`config.mk`:
```
export PLATFORM = sky130hd
export DESIGN_NAME = lock_strike_pulse_retry_ctrl_flat
export DESIGN_NICKNAME = d
export VERILOG_FILES = /design/src/hdl/lspr_pkg.sv /design/src/hdl/lspr_if.sv /design/src/hdl/lock_strike_pulse_retry_ctrl.sv /design/src/flat_wrapper.sv
export SDC_FILE = /design/constraint.sdc
export NUM_CORES = 1
export LEC_CHECK = 0
export BUFFER_PORTS_ARGS = -buffer_cell sky130_fd_sc_hd__buf_2
export CORE_ASPECT_RATIO = 0.7
export CORE_MARGIN = 1.5
export CORE_UTILIZATION = 55
export DETAILED_ROUTE_END_ITERATION = 8
export PLACE_DENSITY = 0.73
export REMOVE_ABC_BUFFERS = 1
export SLEW_MARGIN = 15
export SYNTH_ARGS = -nofsm -noshare
export SYNTH_HDL_FRONTEND = slang
export SYNTH_SLANG_ARGS = --single-unit
export TNS_END_PERCENT = 100
```
`constraint.sdc`:
```
create_clock -name clock -period 7 [get_ports clock]
set_clock_uncertainty 0.2 [all_clocks]
set_input_delay 0 -clock clock [delete_from_list [all_inputs] [get_ports clock]]
set_output_delay 0 -clock clock [all_outputs]
set_load 0.005 [all_outputs]
```
`src/hdl/lspr_pkg.sv`:
```
package lspr_pkg;

   // Timer width of the limit registers; the elapsed counter carries one bit more.
   localparam int TIMER_WIDTH   = 16;
   localparam int ELAPSED_WIDTH = TIMER_WIDTH + 1;
   localparam int LIMIT_WIDTH   = 16;
   localparam int CMP_WIDTH     = (ELAPSED_WIDTH > LIMIT_WIDTH) ? ELAPSED_WIDTH : LIMIT_WIDTH;

   // Limit registers keep only TIMER_WIDTH bits when that is below 16.
   localparam logic [LIMIT_WIDTH-1:0] TIME_MASK =
      LIMIT_WIDTH'((64'd1 << TIMER_WIDTH) - 64'd1);

   localparam int RETRY_WIDTH = 3;
   localparam logic [RETRY_WIDTH-1:0] RETRY_SAT = '1;

   localparam int CSR_INDEX_WIDTH = 3;
   localparam int CSR_DATA_WIDTH  = 16;

   typedef enum logic [CSR_INDEX_WIDTH-1:0] {
      CSR_PULSE_TICKS    = 3'd0,
      CSR_SETTLE_TICKS   = 3'd1,
      CSR_RETRY_DELAY    = 3'd2,
      CSR_COOLDOWN_TICKS = 3'd3,
      CSR_MAX_RETRIES    = 3'd4
   } csr_index_type;

   localparam logic [LIMIT_WIDTH-1:0] PULSE_TICKS_RST    = 16'd500;
   localparam logic [LIMIT_WIDTH-1:0] SETTLE_TICKS_RST   = 16'd50;
   localparam logic [LIMIT_WIDTH-1:0] RETRY_DELAY_RST    = 16'd1000;
   localparam logic [LIMIT_WIDTH-1:0] COOLDOWN_TICKS_RST = 16'd2000;
   localparam logic [RETRY_WIDTH-1:0] MAX_RETRIES_RST    = 3'd3;

   typedef enum logic [2:0] {
      PH_IDLE   = 3'd0,
      PH_PULSE  = 3'd1,
      PH_SETTLE = 3'd2,
      PH_RETRY  = 3'd3,
      PH_COOL   = 3'd4
   } phase_type;

   function automatic logic limit_passed(input logic [ELAPSED_WIDTH-1:0] elapsed,
                                         input logic [LIMIT_WIDTH-1:0] limit);
      return CMP_WIDTH'(elapsed) > CMP_WIDTH'(limit);
   endfunction

endpackage

```
`src/hdl/lspr_if.sv`:
```
interface lspr_req_if;
   logic valid;
   logic ready;
   logic tick;
   logic open_request;
   logic lock_sensed_open;

   modport source (output valid, output tick, output open_request,
                   output lock_sensed_open, input ready);
   modport sink   (input valid, input tick, input open_request,
                   input lock_sensed_open, output ready);
endinterface

interface lspr_rsp_if;
   logic       valid;
   logic       ready;
   logic       relay_drive;
   logic       open_failed;
   logic [2:0] phase;
   logic       door_open_now;

   modport source (output valid, output relay_drive, output open_failed,
                   output phase, output door_open_now, input ready);
   modport sink   (input valid, input relay_drive, input open_failed,
                   input phase, input door_open_now, output ready);
endinterface

```
`src/hdl/lock_strike_pulse_retry_ctrl.sv`:
```
// Channel   Dir  Payload                                        Handshake
// req_ch    in   tick, open_request, lock_sensed_open           valid/ready
// rsp_ch    out  relay_drive, open_failed, phase, door_open_now valid/ready
// csr_*     in   csr_index (3b), csr_wdata (16b)                csr_write_en, no wait
//
// One request per cycle while the response channel keeps taking responses: the whole
// state update is combinational logic from the state registers into the state and response registers.
// Each request gives one registered response in the cycle after it is accepted.
// Reset is synchronous and loads the default limits and the idle state.
// A request is taken while the response register is empty or being drained,
// so a stalled response holds the input off only while it waits.
module lock_strike_pulse_retry_ctrl (
   input  logic                                 clock,
   input  logic                                 reset,
   lspr_req_if.sink                             req_ch,
   lspr_rsp_if.source                           rsp_ch,
   input  logic                                 csr_write_en,
   input  logic [lspr_pkg::CSR_INDEX_WIDTH-1:0] csr_index,
   input  logic [lspr_pkg::CSR_DATA_WIDTH-1:0]  csr_wdata
);

   logic [lspr_pkg::LIMIT_WIDTH-1:0] pulse_ticks_ff, settle_ticks_ff;
   logic [lspr_pkg::LIMIT_WIDTH-1:0] retry_delay_ff, cooldown_ticks_ff;
   logic [lspr_pkg::RETRY_WIDTH-1:0] max_retries_ff;

   lspr_pkg::phase_type                phase_ff, phase_in;
   logic [lspr_pkg::ELAPSED_WIDTH-1:0] elapsed_ff, elapsed_in, elapsed_inc;
   logic                               latch_ff, latch_in, latch_set;
   logic                               failed_ff, failed_in;
   logic [lspr_pkg::RETRY_WIDTH-1:0]   retry_ff, retry_in;
   logic                               relay_ff, relay_in;

   logic       rsp_valid_ff;
   logic       relay_drive_ff, open_failed_ff, door_open_ff;
   logic [2:0] phase_out_ff;

   logic req_accept;
   logic pulse_done, settle_done, retry_done, cool_done, may_retry;

   assign req_ch.ready = !rsp_valid_ff || rsp_ch.ready;
   assign req_accept   = req_ch.valid && req_ch.ready;

   // Configuration registers
   always_ff @(posedge clock) begin
      if (reset) begin
         pulse_ticks_ff    <= lspr_pkg::PULSE_TICKS_RST;
         settle_ticks_ff   <= lspr_pkg::SETTLE_TICKS_RST;
         retry_delay_ff    <= lspr_pkg::RETRY_DELAY_RST;
         cooldown_ticks_ff <= lspr_pkg::COOLDOWN_TICKS_RST;
         max_retries_ff    <= lspr_pkg::MAX_RETRIES_RST;
      end else if (csr_write_en) begin
         unique case (csr_index)
            lspr_pkg::CSR_PULSE_TICKS:    pulse_ticks_ff    <= csr_wdata & lspr_pkg::TIME_MASK;
            lspr_pkg::CSR_SETTLE_TICKS:   settle_ticks_ff   <= csr_wdata & lspr_pkg::TIME_MASK;
            lspr_pkg::CSR_RETRY_DELAY:    retry_delay_ff    <= csr_wdata & lspr_pkg::TIME_MASK;
            lspr_pkg::CSR_COOLDOWN_TICKS: cooldown_ticks_ff <= csr_wdata & lspr_pkg::TIME_MASK;
            lspr_pkg::CSR_MAX_RETRIES:
               max_retries_ff <= csr_wdata[lspr_pkg::RETRY_WIDTH-1:0];
            default: ;
         endcase
      end
   end

   // Saturating tick count, then the limit checks of each phase
   assign latch_set   = latch_ff || req_ch.open_request;
   assign elapsed_inc = (req_ch.tick && (elapsed_ff != '1))
                        ? elapsed_ff + lspr_pkg::ELAPSED_WIDTH'(1) : elapsed_ff;
   assign pulse_done  = lspr_pkg::limit_passed(elapsed_inc, pulse_ticks_ff);
   assign settle_done = lspr_pkg::limit_passed(elapsed_inc, settle_ticks_ff);
   assign retry_done  = lspr_pkg::limit_passed(elapsed_inc, retry_delay_ff);
   assign cool_done   = lspr_pkg::limit_passed(elapsed_inc, cooldown_ticks_ff);
   assign may_retry   = retry_ff < max_retries_ff;

   // Next phase
   always_comb begin
      phase_in = phase_ff;
      unique case (phase_ff)
         lspr_pkg::PH_PULSE:  if (pulse_done) phase_in = lspr_pkg::PH_SETTLE;
         lspr_pkg::PH_SETTLE: begin
            if (settle_done) begin
               phase_in = (req_ch.lock_sensed_open || !may_retry)
                          ? lspr_pkg::PH_COOL : lspr_pkg::PH_RETRY;
            end
         end
         lspr_pkg::PH_RETRY:  if (retry_done) phase_in = lspr_pkg::PH_IDLE;
         lspr_pkg::PH_COOL:   if (cool_done) phase_in = lspr_pkg::PH_IDLE;
         default: phase_in = latch_set ? lspr_pkg::PH_PULSE : lspr_pkg::PH_IDLE;
      endcase
   end

   // Timer, latch, flag, retry count and relay
   always_comb begin
      elapsed_in = (phase_in != phase_ff) ? '0 : elapsed_inc;
      latch_in   = latch_set;
      failed_in  = failed_ff;
      retry_in   = retry_ff;
      relay_in   = relay_ff;
      unique case (phase_ff)
         lspr_pkg::PH_PULSE:  if (pulse_done) relay_in = 1'b0;
         lspr_pkg::PH_SETTLE: begin
            if (settle_done && !req_ch.lock_sensed_open) begin
               if (retry_ff != lspr_pkg::RETRY_SAT) begin
                  retry_in = retry_ff + lspr_pkg::RETRY_WIDTH'(1);
               end
               if (!may_retry) failed_in = 1'b1;
            end
         end
         lspr_pkg::PH_RETRY: ;
         lspr_pkg::PH_COOL: begin
            // cooldown end wins over a request on the same item
            if (cool_done) begin
               retry_in  = '0;
               latch_in  = 1'b0;
               failed_in = 1'b0;
            end
         end
         default: if (latch_set) relay_in = 1'b1;
      endcase
   end

   always_ff @(posedge clock) begin
      if (reset) begin
         phase_ff   <= lspr_pkg::PH_IDLE;
         elapsed_ff <= '0;
         latch_ff   <= 1'b0;
         failed_ff  <= 1'b0;
         retry_ff   <= '0;
         relay_ff   <= 1'b0;
      end else if (req_accept) begin
         phase_ff   <= phase_in;
         elapsed_ff <= elapsed_in;
         latch_ff   <= latch_in;
         failed_ff  <= failed_in;
         retry_ff   <= retry_in;
         relay_ff   <= relay_in;
      end
   end

   // Response register
   always_ff @(posedge clock) begin
      if (reset) begin
         rsp_valid_ff <= 1'b0;
      end else if (req_ch.ready) begin
         rsp_valid_ff <= req_ch.valid;
      end
   end

   always_ff @(posedge clock) begin
      if (req_accept) begin
         relay_drive_ff <= relay_in;
         open_failed_ff <= failed_in;
         phase_out_ff   <= phase_in;
         door_open_ff   <= req_ch.lock_sensed_open;
      end
   end

   assign rsp_ch.valid         = rsp_valid_ff;
   assign rsp_ch.relay_drive   = relay_drive_ff;
   assign rsp_ch.open_failed   = open_failed_ff;
   assign rsp_ch.phase         = phase_out_ff;
   assign rsp_ch.door_open_now = door_open_ff;

endmodule
```
`src/flat_wrapper.sv`:
```
// flat-port wrapper written by rule: the top's interface ports become plain ports
module lock_strike_pulse_retry_ctrl_flat 
  (clock, reset, csr_write_en, csr_index, csr_wdata, req_ch_valid, req_ch_tick, req_ch_open_request, req_ch_lock_sensed_open, req_ch_ready, rsp_ch_valid, rsp_ch_relay_drive, rsp_ch_open_failed, rsp_ch_phase, rsp_ch_door_open_now, rsp_ch_ready);
  lspr_req_if req_ch_i ();
  lspr_rsp_if rsp_ch_i ();
  input  logic clock;
  input  logic reset;
  input  logic csr_write_en;
  input  logic [lspr_pkg::CSR_INDEX_WIDTH-1:0] csr_index;
  input  logic [lspr_pkg::CSR_DATA_WIDTH-1:0] csr_wdata;
  input wire logic [$bits(req_ch_i.valid)-1:0] req_ch_valid;
  input wire logic [$bits(req_ch_i.tick)-1:0] req_ch_tick;
  input wire logic [$bits(req_ch_i.open_request)-1:0] req_ch_open_request;
  input wire logic [$bits(req_ch_i.lock_sensed_open)-1:0] req_ch_lock_sensed_open;
  output wire logic [$bits(req_ch_i.ready)-1:0] req_ch_ready;
  output wire logic [$bits(rsp_ch_i.valid)-1:0] rsp_ch_valid;
  output wire logic [$bits(rsp_ch_i.relay_drive)-1:0] rsp_ch_relay_drive;
  output wire logic [$bits(rsp_ch_i.open_failed)-1:0] rsp_ch_open_failed;
  output wire logic [$bits(rsp_ch_i.phase)-1:0] rsp_ch_phase;
  output wire logic [$bits(rsp_ch_i.door_open_now)-1:0] rsp_ch_door_open_now;
  input wire logic [$bits(rsp_ch_i.ready)-1:0] rsp_ch_ready;
  assign req_ch_i.valid = req_ch_valid;
  assign req_ch_i.tick = req_ch_tick;
  assign req_ch_i.open_request = req_ch_open_request;
  assign req_ch_i.lock_sensed_open = req_ch_lock_sensed_open;
  assign req_ch_ready = req_ch_i.ready;
  assign rsp_ch_valid = rsp_ch_i.valid;
  assign rsp_ch_relay_drive = rsp_ch_i.relay_drive;
  assign rsp_ch_open_failed = rsp_ch_i.open_failed;
  assign rsp_ch_phase = rsp_ch_i.phase;
  assign rsp_ch_door_open_now = rsp_ch_i.door_open_now;
  assign rsp_ch_i.ready = rsp_ch_ready;
  lock_strike_pulse_retry_ctrl u_core (.clock(clock), .reset(reset), .req_ch(req_ch_i), .rsp_ch(rsp_ch_i), .csr_write_en(csr_write_en), .csr_index(csr_index), .csr_wdata(csr_wdata));
endmodule
```
======== After elaboration in Yosys (flattened, before gate mapping) ========
Index checks and enable logic that the tools add are counted.
W data, S select, Z words.
storage, ports and cells
  register bits after elaboration ......... 100
  word-level logic and storage cells ...... 77
cells by class
  add/subtract/negate cells ............... 2
  reductions and logical operators ........ 18
  eq/ne operators ......................... 14
  $lt $le $gt $ge ......................... 5
  mux-type cells .......................... 22
operators with widths
  operator                 count
  $gt A17 B16 Y1           4
  $mux W17                 2
  $mux W3                  8
  $add A17 B1 Y17 const B  1
  $ne A17 B17 Y1 const B   1
  $eq A3 B2 Y1 const B     4
  $pmux W3 S4              1
  $reduce_and A2 Y1        5
  $mux W1                  8
  $eq A3 B1 Y1 const B     2
  $eq A3 B3 Y1 const B     2
  $ne A2 B1 Y1 const B     3
  $pmux W3 S2              1
  $reduce_and A5 Y1        1
  $pmux W1 S2              2
  $add A3 B1 Y3 const B    1
  $logic_and A1 B1 Y1      3
  $logic_not A1 Y1         3
  $logic_not A3 Y1         1
  $logic_or A1 B1 Y1       3
  $lt A3 B3 Y1             1
  $ne A3 B3 Y1             1
  $ne A3 B3 Y1 const B     1
  $reduce_or A3 Y1         1
  $reduce_bool A2 Y1       1

======== Logic depth before layout (Yosys ltp) ========
Gate-level depths: netlist of the first run.
  depth in word-level cells ............... 8
  gate-level depth with buffers ........... 21

======== Worst setup path after synthesis of the first run ========
OpenSTA, ideal clock, no wires.
  path type ............................... flip-flop to flip-flop
  from .................................... register u_core.elapsed_ff[3] (netlist name)
  to ...................................... register u_core.elapsed_ff[15] (netlist name)
  clock period less this slack ............ 4.856 ns
  setup time .............................. 0.070 ns
  data arrival time ....................... 4.585 ns
  cell stages (with the launch flop) ...... 21
  path slack .............................. 2.144 ns
  required time ........................... 6.730 ns
  path through ............................ dfxtp_1 > clkbuf_1 > and4_1 > nand2_1 > nor4_1 > ha_1 > nand2b_4 > buf_6 > nor2_1 > nand4_1 > or3_1 > xnor2_1 > ha_1 > nor2b_1 > or3_1 > a2111o_1 > o221a_2 > o32a_1 > buf_6 > or3_1 > a21oi_1
between the ends
  longest elaborated chain between the ends .. 8
  elaborated cells on any way between the ends .. 15
RTL lines
  element                                                  line                                 text
  start, declared                                          lock_strike_pulse_retry_ctrl.sv:27   logic [lspr_pkg::ELAPSED_WIDTH-1:0] elapsed_ff, elapsed_in, elapsed_inc;
  start signal, assigned                                   lock_strike_pulse_retry_ctrl.sv:131  elapsed_ff <= elapsed_in;
  branches (longest 2 deep; another with $add A17 B1 Y17)  n/a
  $mux W17 (*)                                             lock_strike_pulse_retry_ctrl.sv:67   ? elapsed_ff + lspr_pkg::ELAPSED_WIDTH'(1) : elapsed_ff;
  $gt A17 B16 Y1                                           lspr_pkg.sv:43                       return CMP_WIDTH'(elapsed) > CMP_WIDTH'(limit);
  $mux W3 (on tied branches)                               n/a
  $pmux W3 S4                                              lock_strike_pulse_retry_ctrl.sv:77   unique case (phase_ff)
  $ne A3 B3 Y1                                             lock_strike_pulse_retry_ctrl.sv:93   elapsed_in = (phase_in != phase_ff) ? '0 : elapsed_inc;
  $mux W17 (*)                                             lock_strike_pulse_retry_ctrl.sv:93
Every way passes the cells marked *.
A chain may end at the register's enable or synchronous reset.

======== Worst setup path in the final report of the first run ========
  from .................................... register u_core.elapsed_ff[0] (netlist name)
  to ...................................... register u_core.elapsed_ff[16] (netlist name)
The elaborated chain is that of the path after synthesis.

==> flow_metrics.tcl, run 1 <==
set metrics [dict create \
    die_y_um 90.5 \
    grt_pass1_wl_um 26300 \
    fin_util 0.648 \
    post_cts_resized 0 \
    htreeDepth 3 \
    min_from "req_ch_tick" \
    r2r_slack_ns 1.41 \
    synth_cell_types 61 \
    ioPinCount 35 \
    dieArea_mm2 0.0116 \
    track_usage 0.288 \
    start_util 0.573 \
    fin_crit_sh 0.798 \
    fin_cells 957 \
    yosysSeqAreaShare 0.343 \
    p_leak_nw 2.86 \
    cts_buffer_depth 2 \
    dp_hpwl_um 11600 \
    hold_depth 5 \
    slew_headroom 0.307 \
    cp-end-kind "register" \
    dp.cells 919 \
    p_comb_frac 0.099 \
    cts_tree "yes" \
    drive_gt1_frac 0.0779 \
    synth_edf_count 6 \
    cp.required_ns 7.07 \
    timing.fmax_mhz 179 \
    route.detailed.drc 0 \
    netlist_instances 767 \
    core_mm2 0.0105 \
    start_kind "register" \
    min_to "u_core.elapsed_ff[0]" \
    finalSetupViolCount 0 \
    switching_share 0.239 \
    drt-initial-drc-count 362 \
    antenna_found_initial 0 \
    cts_buffers 9 \
    antenna_cells 0 \
    nets 901 \
    clock_latency_ns 0.35 \
    cts_setup_buffers 0 \
    fin_setup_tns_ns 0 \
    vias 5475 \
    cts_hold_repair.buffers 22 \
    syn_area_mm2 0.00602 \
    worst_pin_slew_ns 1.04 \
    r2r-end "u_core.elapsed_ff[16]" \
    crit_arrival_ns 5.66 \
    ys_warn_count 0 \
    grt_pass1_vias 5291 \
    ys_async_sr_fraction 0 \
    wl_per_cell_um 16.7 \
    vdd_ir_drop_max_v 0.000138 \
    area_growth_pct 13.2 \
    die_w_um 128 \
    critical_path.max_fanout 17 \
    placement_rows 31 \
    cts_num_sinks 100 \
    grt_max_degree 88 \
    overflow 0 \
    hp-class "in -> reg" \
    status "complete, no violations" \
    io_buffers 34 \
    hold_viol_final 0 \
    clk_pin_slew_ns 0.06 \
    dr.pass1.iters 5 \
    pwr-share-clk 0.440 \
    routabilityCongestion 0.987 \
    syn_avg_cell_area_um2 7.85 \
    synthFlopType "dfxtp_1" \
    p_int_mw 0.990 \
    max-cap-violations 0 \
    crit_type "reg -> reg" \
    r2r_cells 18 \
    cts_root_buffer "clkbuf_16" \
    final_common_cell "nand2_1" \
    drv_slew 0 \
    final_antenna_net_count 0 \
    powerDensity_mw_per_mm2 191 \
    final_cell_mix "nand2_1 (170), dfxtp_1 (94), a21oi_1 (76)" \
    fin_crit_ns 5.59 \
    wirelength_um 16000 \
    ys_ff_latch 100 \
    vias_per_cell 5.72 \
    rsz0062_at_grt "no" \
    seqPwrFrac 0.462 \
    p_sw_mw 0.312 \
    reg2reg_from "u_core.elapsed_ff[0]" \
]
## worst max path at each step
stage / start / endpoint / slack [ns] / depth (start not counted)
floorplan: u_core.elapsed_ff[0] / u_core.elapsed_ff[16] / 2.20 / 17
global placement: u_core.elapsed_ff[0] / u_core.elapsed_ff[16] / 1.66 / 17
detailed placement: u_core.elapsed_ff[0] / u_core.elapsed_ff[16] / 1.57 / 18
CTS: u_core.elapsed_ff[0] / u_core.elapsed_ff[16] / 1.53 / 18
global route: u_core.elapsed_ff[0] / u_core.elapsed_ff[16] / 1.05 / 18
finish: u_core.elapsed_ff[0] / u_core.elapsed_ff[16] / 1.41 / 18
## metrics by stage
| stage | cell area [um2] | total power [mW] | hold slack, ns | setup slack (ns) |
|---|---|---|---|---|
| finish | 6810 | 1.30 | 0.0241 | 1.41 |
| global route | 6810 | 1.35 | 0.0617 | 1.05 |
| CTS | 6810 | 1.31 | 0.0187 | 1.53 |
| detailed placement | 6250 | 0.731 | 0.0408 | 1.57 |
| global placement | 6250 | 0.726 | 0.0420 | 1.66 |
| floorplan | 5870 | 0.679 | -0.131 | 2.20 |
## cells by family after synthesis
| logic type | count (synthesis) | share of synthesized area |
|---|---|---|
| buf+inv | 107 | 0.0707 |
| flops | 100 | 0.343 |
| compound gates | 164 | 0.181 |
| mux | 2 | 0.00333 |
| simple gates | 309 | 0.235 |
| xor+xnor | 15 | 0.0218 |
| fa+ha+maj | 70 | 0.146 |
## cell usage after synthesis (3+ instances only)
cell type  number  area [um2]
nand2_1       170         638
dfxtp_1        94        1880
a21oi_1        76         380
inv_1          72         270
ha_1           70         876
nor2_1         39         146
clkbuf_1       28         105
nand4_1        15        93.8
or3_1          15        93.8
a211o_1        14         123
nand3_1        13        65.1
nor3_1         12        60.1
a211oi_1       11        82.6
o21ai_0        11        55.1
xnor2_1        11        96.3
nor2b_1        10        62.6
nand3b_1        9        67.6
o211ai_1        9        67.6
edfxtp_1        6         180
a2111o_1        4        45.0
a21o_1          4        30.0
and2_1          4        25.0
o21a_1          4        30.0
or2_2           4        25.0
xor2_1          4        35.0
a22oi_1         3        22.5
and3_1          3        18.8
buf_6           3        33.8
nand2b_1        3        18.8
o31ai_1         3        22.5
## critical path, stage by stage (launching register included)
cell,delay (ns)
dfxtp_1,0.37
ha_1,0.26
nand2_1,0.10
nor4_1,0.06
ha_1,0.21
nand2b_4,0.21
nor2_1,0.28
nand4_1,0.26
or3_1,0.45
xnor2_1,0.49
ha_1,0.23
nand3_1,0.17
a2111oi_2,0.38
nand3_1,0.14
a22oi_2,0.33
nor3b_1,0.11
o32a_1,0.57
or4_1,0.55
a21oi_1,0.15
## state kept, by name, indices dropped and copies added, names as in the netlist, 3 cells and up
| signal | flops |
|---|---|
| u_core.pulse_ticks_ff | 16 |
| u_core.retry_delay_ff | 16 |
| u_core.retry_ff | 3 |
| u_core.settle_ticks_ff | 16 |
| u_core.max_retries_ff | 3 |
| u_core.elapsed_ff | 17 |
| u_core.rsp_ch.phase | 3 |
| u_core.phase_ff | 3 |
| u_core.cooldown_ticks_ff | 16 |
## power by group through the flow
stage | clock, mW | sequential (mW) | combinational [mW]
2_1_floorplan | 0 | 0.612 | 0.0673
3_3_place_gp | 0 | 0.613 | 0.113
3_5_place_dp | 0 | 0.614 | 0.116
4_1_cts | 0.580 | 0.601 | 0.127
5_1_grt | 0.605 | 0.603 | 0.143
6_report | 0.572 | 0.601 | 0.129
## routing by layer
metal	vias up	share of wire	global-route usage
met3	27	0.058	0.0533
met5	-	0	0
li1	2705	-	-
met4	0	0.020	0.0946
met2	172	0.46	0.465
met1	2571	0.46	0.390
## area by class of cell
cell class                      count  area [um2]
Timing Repair Buffer               60         420
Tap cell                          148         185
Multi-Input combinational cell    560        3530
Inverter                           73         274
Fill cell                         911        3700
Clock inverter                      6         110
Sequential cell                   100        2060
Clock buffer                       10         229
Note: power is estimated with default switching activity, not from simulation.
==> run 2, diff against run 1 <==
Clock period 7 ns to 5.7 ns, I/O delays scaled along.
==> flow_metrics.tcl, run 2 (synthesized netlist as in run 1, its figures left out) <==
set metrics [dict create \
    final_cell_mix "nand2_1 (170), dfxtp_1 (94), a21oi_1 (76)" \
    r2r_slack_ns 0.42 \
    vdd_ir_drop_max_v 0.000144 \
    vias 5520 \
    final_antenna_net_count 0 \
    cts_num_sinks 100 \
    cts_buffer_depth 2 \
    cts_buffers 9 \
    clk_pin_slew_ns 0.07 \
    hold_viol_final 0 \
    place_area_mm2 0.00627 \
    dr.pass1.iters 5 \
    vias_per_cell 5.75 \
    largest_reg_flops 17 \
    hold_ws_ns 0.0272 \
    cp_top_family "simple AND/OR/NAND/NOR gates" \
    worst_pin_slew_ns 0.965 \
    wirelength_um 16000 \
    dp.cells 922 \
    cp-end-kind "register" \
    cpMostUsedCell "ha_1" \
    critical_path.max_fanout 17 \
    powerDensity_mw_per_mm2 229 \
    reg2reg_from "u_core.elapsed_ff[0]" \
    area_growth_pct 13.5 \
    routabilityCongestion 0.945 \
    max-cap-violations 0 \
    grt_pass1_vias 5218 \
    rsz0062_at_grt "no" \
    nets 904 \
    io_buffers 34 \
    hold_depth 5 \
    die_w_um 128 \
    dieArea_mm2 0.0116 \
    cts_tree "yes" \
    min_to "u_core.elapsed_ff[0]" \
    status "complete, no violations" \
    finalSetupViolCount 0 \
    timing.fmax_mhz 189 \
    fin_area_mm2 0.00683 \
    hp-class "in -> reg" \
    slew_headroom 0.357 \
    min_from "req_ch_tick" \
    placement_rows 31 \
    grt_max_degree 52 \
    p_leak_nw 2.89 \
    die_y_um 90.5 \
    start_util 0.573 \
    route.detailed.drc 0 \
    r2r_cells 18 \
    drt-initial-drc-count 454 \
    antenna_found_initial 0 \
    fin_cells 960 \
    dp_hpwl_um 11700 \
    start_kind "register" \
    wl_per_cell_um 16.7 \
    grt_pass1_wl_um 26300 \
    cts_root_buffer "clkbuf_16" \
    crit_arrival_ns 5.36 \
    slowest_stage "or4_1" \
    drive_gt1_frac 0.0874 \
    crit_chain "ha_1 > nand2_1 > nor4_1 > ha_1 > nand2b_4 > nor2_1 > nand4_1 > or2_2 > xnor2_2 > ha_1 > and2_1 > a221o_1 > a2111o_1 > o21ai_1 > a32oi_1 > o32a_2 > or4_1 > a21oi_1" \
    htreeDepth 3 \
    fin_crit_ns 5.28 \
    antenna_cells 0 \
    core_mm2 0.0105 \
    drv_slew 0 \
    slowest_delay_ns 0.51 \
    track_usage 0.286 \
    r2r-end "u_core.elapsed_ff[16]" \
    max_flop_register "u_core.elapsed_ff" \
    crit_type "reg -> reg" \
    fin_crit_sh 0.926 \
    critPathBufInv 0 \
    final_common_cell "nand2_1" \
    ioPinCount 35 \
    clock_latency_ns 0.35 \
    cp.required_ns 5.78 \
    fin_setup_tns_ns 0 \
    overflow 0 \
]
run 2: cell count changes in the layout (fill, tap and decap cells not counted), sizes merged:
cell,delta
buf,+3
inv,-1
bufinv,-1
clkinv,+2
run 2: worst max path at each step:
stage / start / to / slack (ns) / depth (start not counted)
floorplan: u_core.elapsed_ff[0] / u_core.elapsed_ff[16] / 0.90 / 17
global placement: u_core.elapsed_ff[0] / u_core.elapsed_ff[16] / 0.36 / 18
detailed placement: u_core.elapsed_ff[0] / u_core.elapsed_ff[16] / 0.23 / 18
CTS: u_core.elapsed_ff[0] / u_core.elapsed_ff[16] / 0.20 / 18
global route: u_core.elapsed_ff[0] / u_core.elapsed_ff[16] / 0.07 / 18
finish: u_core.elapsed_ff[0] / u_core.elapsed_ff[16] / 0.42 / 18
run 2: per-stage QoR:
stage	utilization	setup WS (ns)	power, mW
finish	0.650	0.421	1.56
global route	0.650	0.0723	1.61
CTS	0.648	0.200	1.56
detailed placement	0.597	0.234	0.898
global placement	0.597	0.362	0.892
floorplan	-	0.903	0.834
run 2: routing by layer:
metal  vias up  GRT usage  wire [um]
met5         -          0          0
met3        31     0.0444        873
met2       198      0.451       7120
met4         0      0.119        498
met1      2568      0.391       7510
li1       2723          -          -
run 2: cell type report:
type                            instances  area (um2)
Fill cell                             887        3680
Multi-Input combinational cell        560        3550
Timing Repair Buffer                   63         443
Sequential cell                       100        2060
Clock buffer                           10         229
Tap cell                              148         185
Clock inverter                          6        88.8
Inverter                               73         274
run 2: what timing repair did:
| action | CTS | global route |
|---|---|---|
| buffers inserted | 0 | 0 |
| setup endpoints to repair | 0 | 17 |
| hold buffers | 22 | 0 |
| gates resized for setup | 0 | 5 |
| endpoints found under the hold margin | 72 | 0 |
run 2: where the power goes:
part | internal (mW) | switching, mW | leakage, nW
combinational | 0.0604 | 0.0986 | 1.91
clock | 0.386 | 0.280 | 0.157
sequential | 0.726 | 0.0121 | 0.822
total | 1.17 | 0.391 | 2.89
run 2: worst register-to-register path: stages (launching register included):
cell	delay (ns)
dfxtp_1	0.36
ha_1	0.26
nand2_1	0.10
nor4_1	0.06
ha_1	0.21
nand2b_4	0.21
nor2_1	0.26
nand4_1	0.26
or2_2	0.41
xnor2_2	0.34
ha_1	0.32
and2_1	0.14
a221o_1	0.28
a2111o_1	0.36
o21ai_1	0.31
a32oi_1	0.12
o32a_2	0.34
or4_1	0.51
a21oi_1	0.15
==> run 3, diff against run 2 <==
--- a/config.mk
+++ b/config.mk
@@ -6,7 +6,7 @@
 export NUM_CORES = 1
 export LEC_CHECK = 0
+export ABC_AREA = 1
 export BUFFER_PORTS_ARGS = -buffer_cell sky130_fd_sc_hd__buf_2
 export CORE_ASPECT_RATIO = 0.7
-export CORE_MARGIN = 1.5
 export CORE_UTILIZATION = 55
 export DETAILED_ROUTE_END_ITERATION = 8
--- a/constraint.sdc
+++ b/constraint.sdc
@@ -3,3 +3,3 @@
 set_input_delay 0 -clock clock [delete_from_list [all_inputs] [get_ports clock]]
 set_output_delay 0 -clock clock [all_outputs]
-set_load 0.005 [all_outputs]
+set_load 0.02 [all_outputs]
==> flow_metrics.tcl, run 3 <==
set metrics [dict create \
    status "complete, no violations" \
    drive_gt1_frac 0.0947 \
    overflow 0 \
    dp_hpwl_um 11500 \
    slowest_stage "nor2_4" \
    clk_pin_slew_ns 0.07 \
    routabilityCongestion 0.882 \
    netlist_top_cells_count "nand2_1 (158), inv_1 (137), dfxtp_1 (94)" \
    timing.fmax_mhz 200 \
    crit_arrival_ns 5.06 \
    ys_async_sr_fraction 0 \
    final_common_cell "nand2_1" \
    grt_max_degree 62 \
    fin_cells 1046 \
    critical_path.max_fanout 17 \
    fin_crit_sh 0.876 \
    ys_warn_count 0 \
    wl_per_cell_um 14.9 \
    core_mm2 0.0105 \
    crit_type "reg -> reg" \
    yosysSeqAreaShare 0.341 \
    drv_slew 0 \
    cpMostUsedCell "nand3_1" \
    syn_area_mm2 0.00605 \
    largest_reg_flops 17 \
    power.total_mw 1.52 \
    vias 5506 \
    die_w_um 127 \
    route.detailed.drc 0 \
    synthFlopType "dfxtp_1" \
    final_cell_mix "nand2_1 (158), inv_1 (137), dfxtp_1 (94)" \
    antenna_found_initial 0 \
    drt-initial-drc-count 418 \
    final_antenna_net_count 0 \
    finalSetupViolCount 0 \
    cts_buffers 9 \
    cts_setup_buffers 0 \
    dr.pass1.iters 5 \
    yosysMostFrequentCell "nand2_1" \
    fin_setup_tns_ns 0 \
    track_usage 0.293 \
    p_leak_nw 3.41 \
    post_cts_resized 0 \
    fin_crit_ns 4.99 \
    worst_pin_slew_ns 1.10 \
    dp.cells 999 \
    max_flop_register "u_core.elapsed_ff" \
    nFillCells 920 \
    hp-class "in -> reg" \
    synth_cell_types 38 \
    start_util 0.576 \
    synth_top_area_frac 0.311 \
    grt_pass1_wl_um 26400 \
    start_kind "register" \
    cp-end-kind "register" \
    synth_area_leaders "dfxtp_1 (31%), ha_1 (14%), nand2_1 (9.8%), inv_1 (8.5%), a21oi_1 (7.4%)" \
    clock_latency_ns 0.35 \
    cts_tree "yes" \
    rsz0062_at_grt "no" \
    vias_per_cell 5.26 \
    grt_pass1_vias 5426 \
    powerDensity_mw_per_mm2 220 \
    htreeDepth 3 \
    area_growth_pct 14.2 \
    vdd_ir_drop_max_v 0.000154 \
    yosysTopAreaCell "dfxtp_1" \
    io_buffers 34 \
    cts_buffer_depth 2 \
    cts_root_buffer "clkbuf_16" \
    placement_rows 31 \
    synth_edf_count 6 \
    hold_viol_final 0 \
    nets 990 \
    slowest_delay_ns 0.38 \
    antenna_cells 0 \
    slew_headroom 0.262 \
    cts_hold_repair.buffers 31 \
    die_y_um 89.8 \
    max-cap-violations 0 \
    ys_ff_latch 100 \
    wirelength_um 15600 \
    syn_avg_cell_area_um2 7.24 \
    dieArea_mm2 0.0114 \
    cts_num_sinks 100 \
    netlist_instances 836 \
    ioPinCount 35 \
    cp.required_ns 5.77 \
]
-- run 3: where the power goes --
group | internal [mW] | leakage [nW] | switching, mW
clock | 0.310 | 0.126 | 0.270
sequential | 0.732 | 0.824 | 0.0102
combinational | 0.0667 | 2.46 | 0.129
total | 1.11 | 3.41 | 0.409
-- run 3: critical path: cells and delay by family (launching register included) --
kind	cells	cell delay (ns)
AOI/OAI and AO/OA	1	0.17
xor gates and xnor gates	1	0.20
adders and majority gates	3	0.73
buffers and inverters	4	0.37
DFF	1	0.35
and+or+nand+nor	23	2.89
-- run 3: per-stage QoR --
step                hold slack, ns  utilization  cell area (um2)  setup WS, ns
global placement            0.0180        0.602             6330          1.10
finish                      0.0152        0.658             6910         0.709
CTS                        0.00549        0.658             6910         0.741
detailed placement          0.0284        0.602             6330         0.777
floorplan                   -0.131            -             5930          1.55
global route                0.0366        0.658             6910         0.185
-- run 3: metal layers --
metal	track usage	up-vias	wire length (um)
li1	-	2834	-
met1	0.416	2503	7680
met2	0.459	154	6750
met3	0.0476	15	914
met4	0.0784	0	224
met5	0	-	0
-- run 3: final timing paths --
check                            from                        to  slack [ns]  depth (start not counted)
max              u_core.elapsed_ff[0]      u_core.elapsed_ff[9]        0.71                         32
min                             reset        u_core.retry_ff[2]        0.02                          2
max reg2reg      u_core.elapsed_ff[0]      u_core.elapsed_ff[9]        0.71                         32
min reg2reg  u_core.pulse_ticks_ff[3]  u_core.pulse_ticks_ff[3]        0.26                          2
-- run 3: final cells by class --
class | count | area, um2 | share of cell area
tap | 148 | 185 | 0.0268
timing repair buffer | 70 | 518 | 0.0749
clock inverter | 3 | 23.8 | 0.00344
multi-input combinational | 570 | 3340 | 0.483
sequential | 100 | 2060 | 0.298
clock buffer | 13 | 250 | 0.0362
inverter | 142 | 536 | 0.0775
-- run 3: logic make-up after synthesis --
group                    count (synthesis)  share of synthesized area
adder cells (fa/ha/maj)                 70                      0.145
AO/OA/AOI/OAI                          177                      0.158
XOR/XNOR                                13                     0.0188
flip-flops                             100                      0.341
AND/OR/NAND/NOR                        310                      0.229
buffers and inverters                  166                      0.108
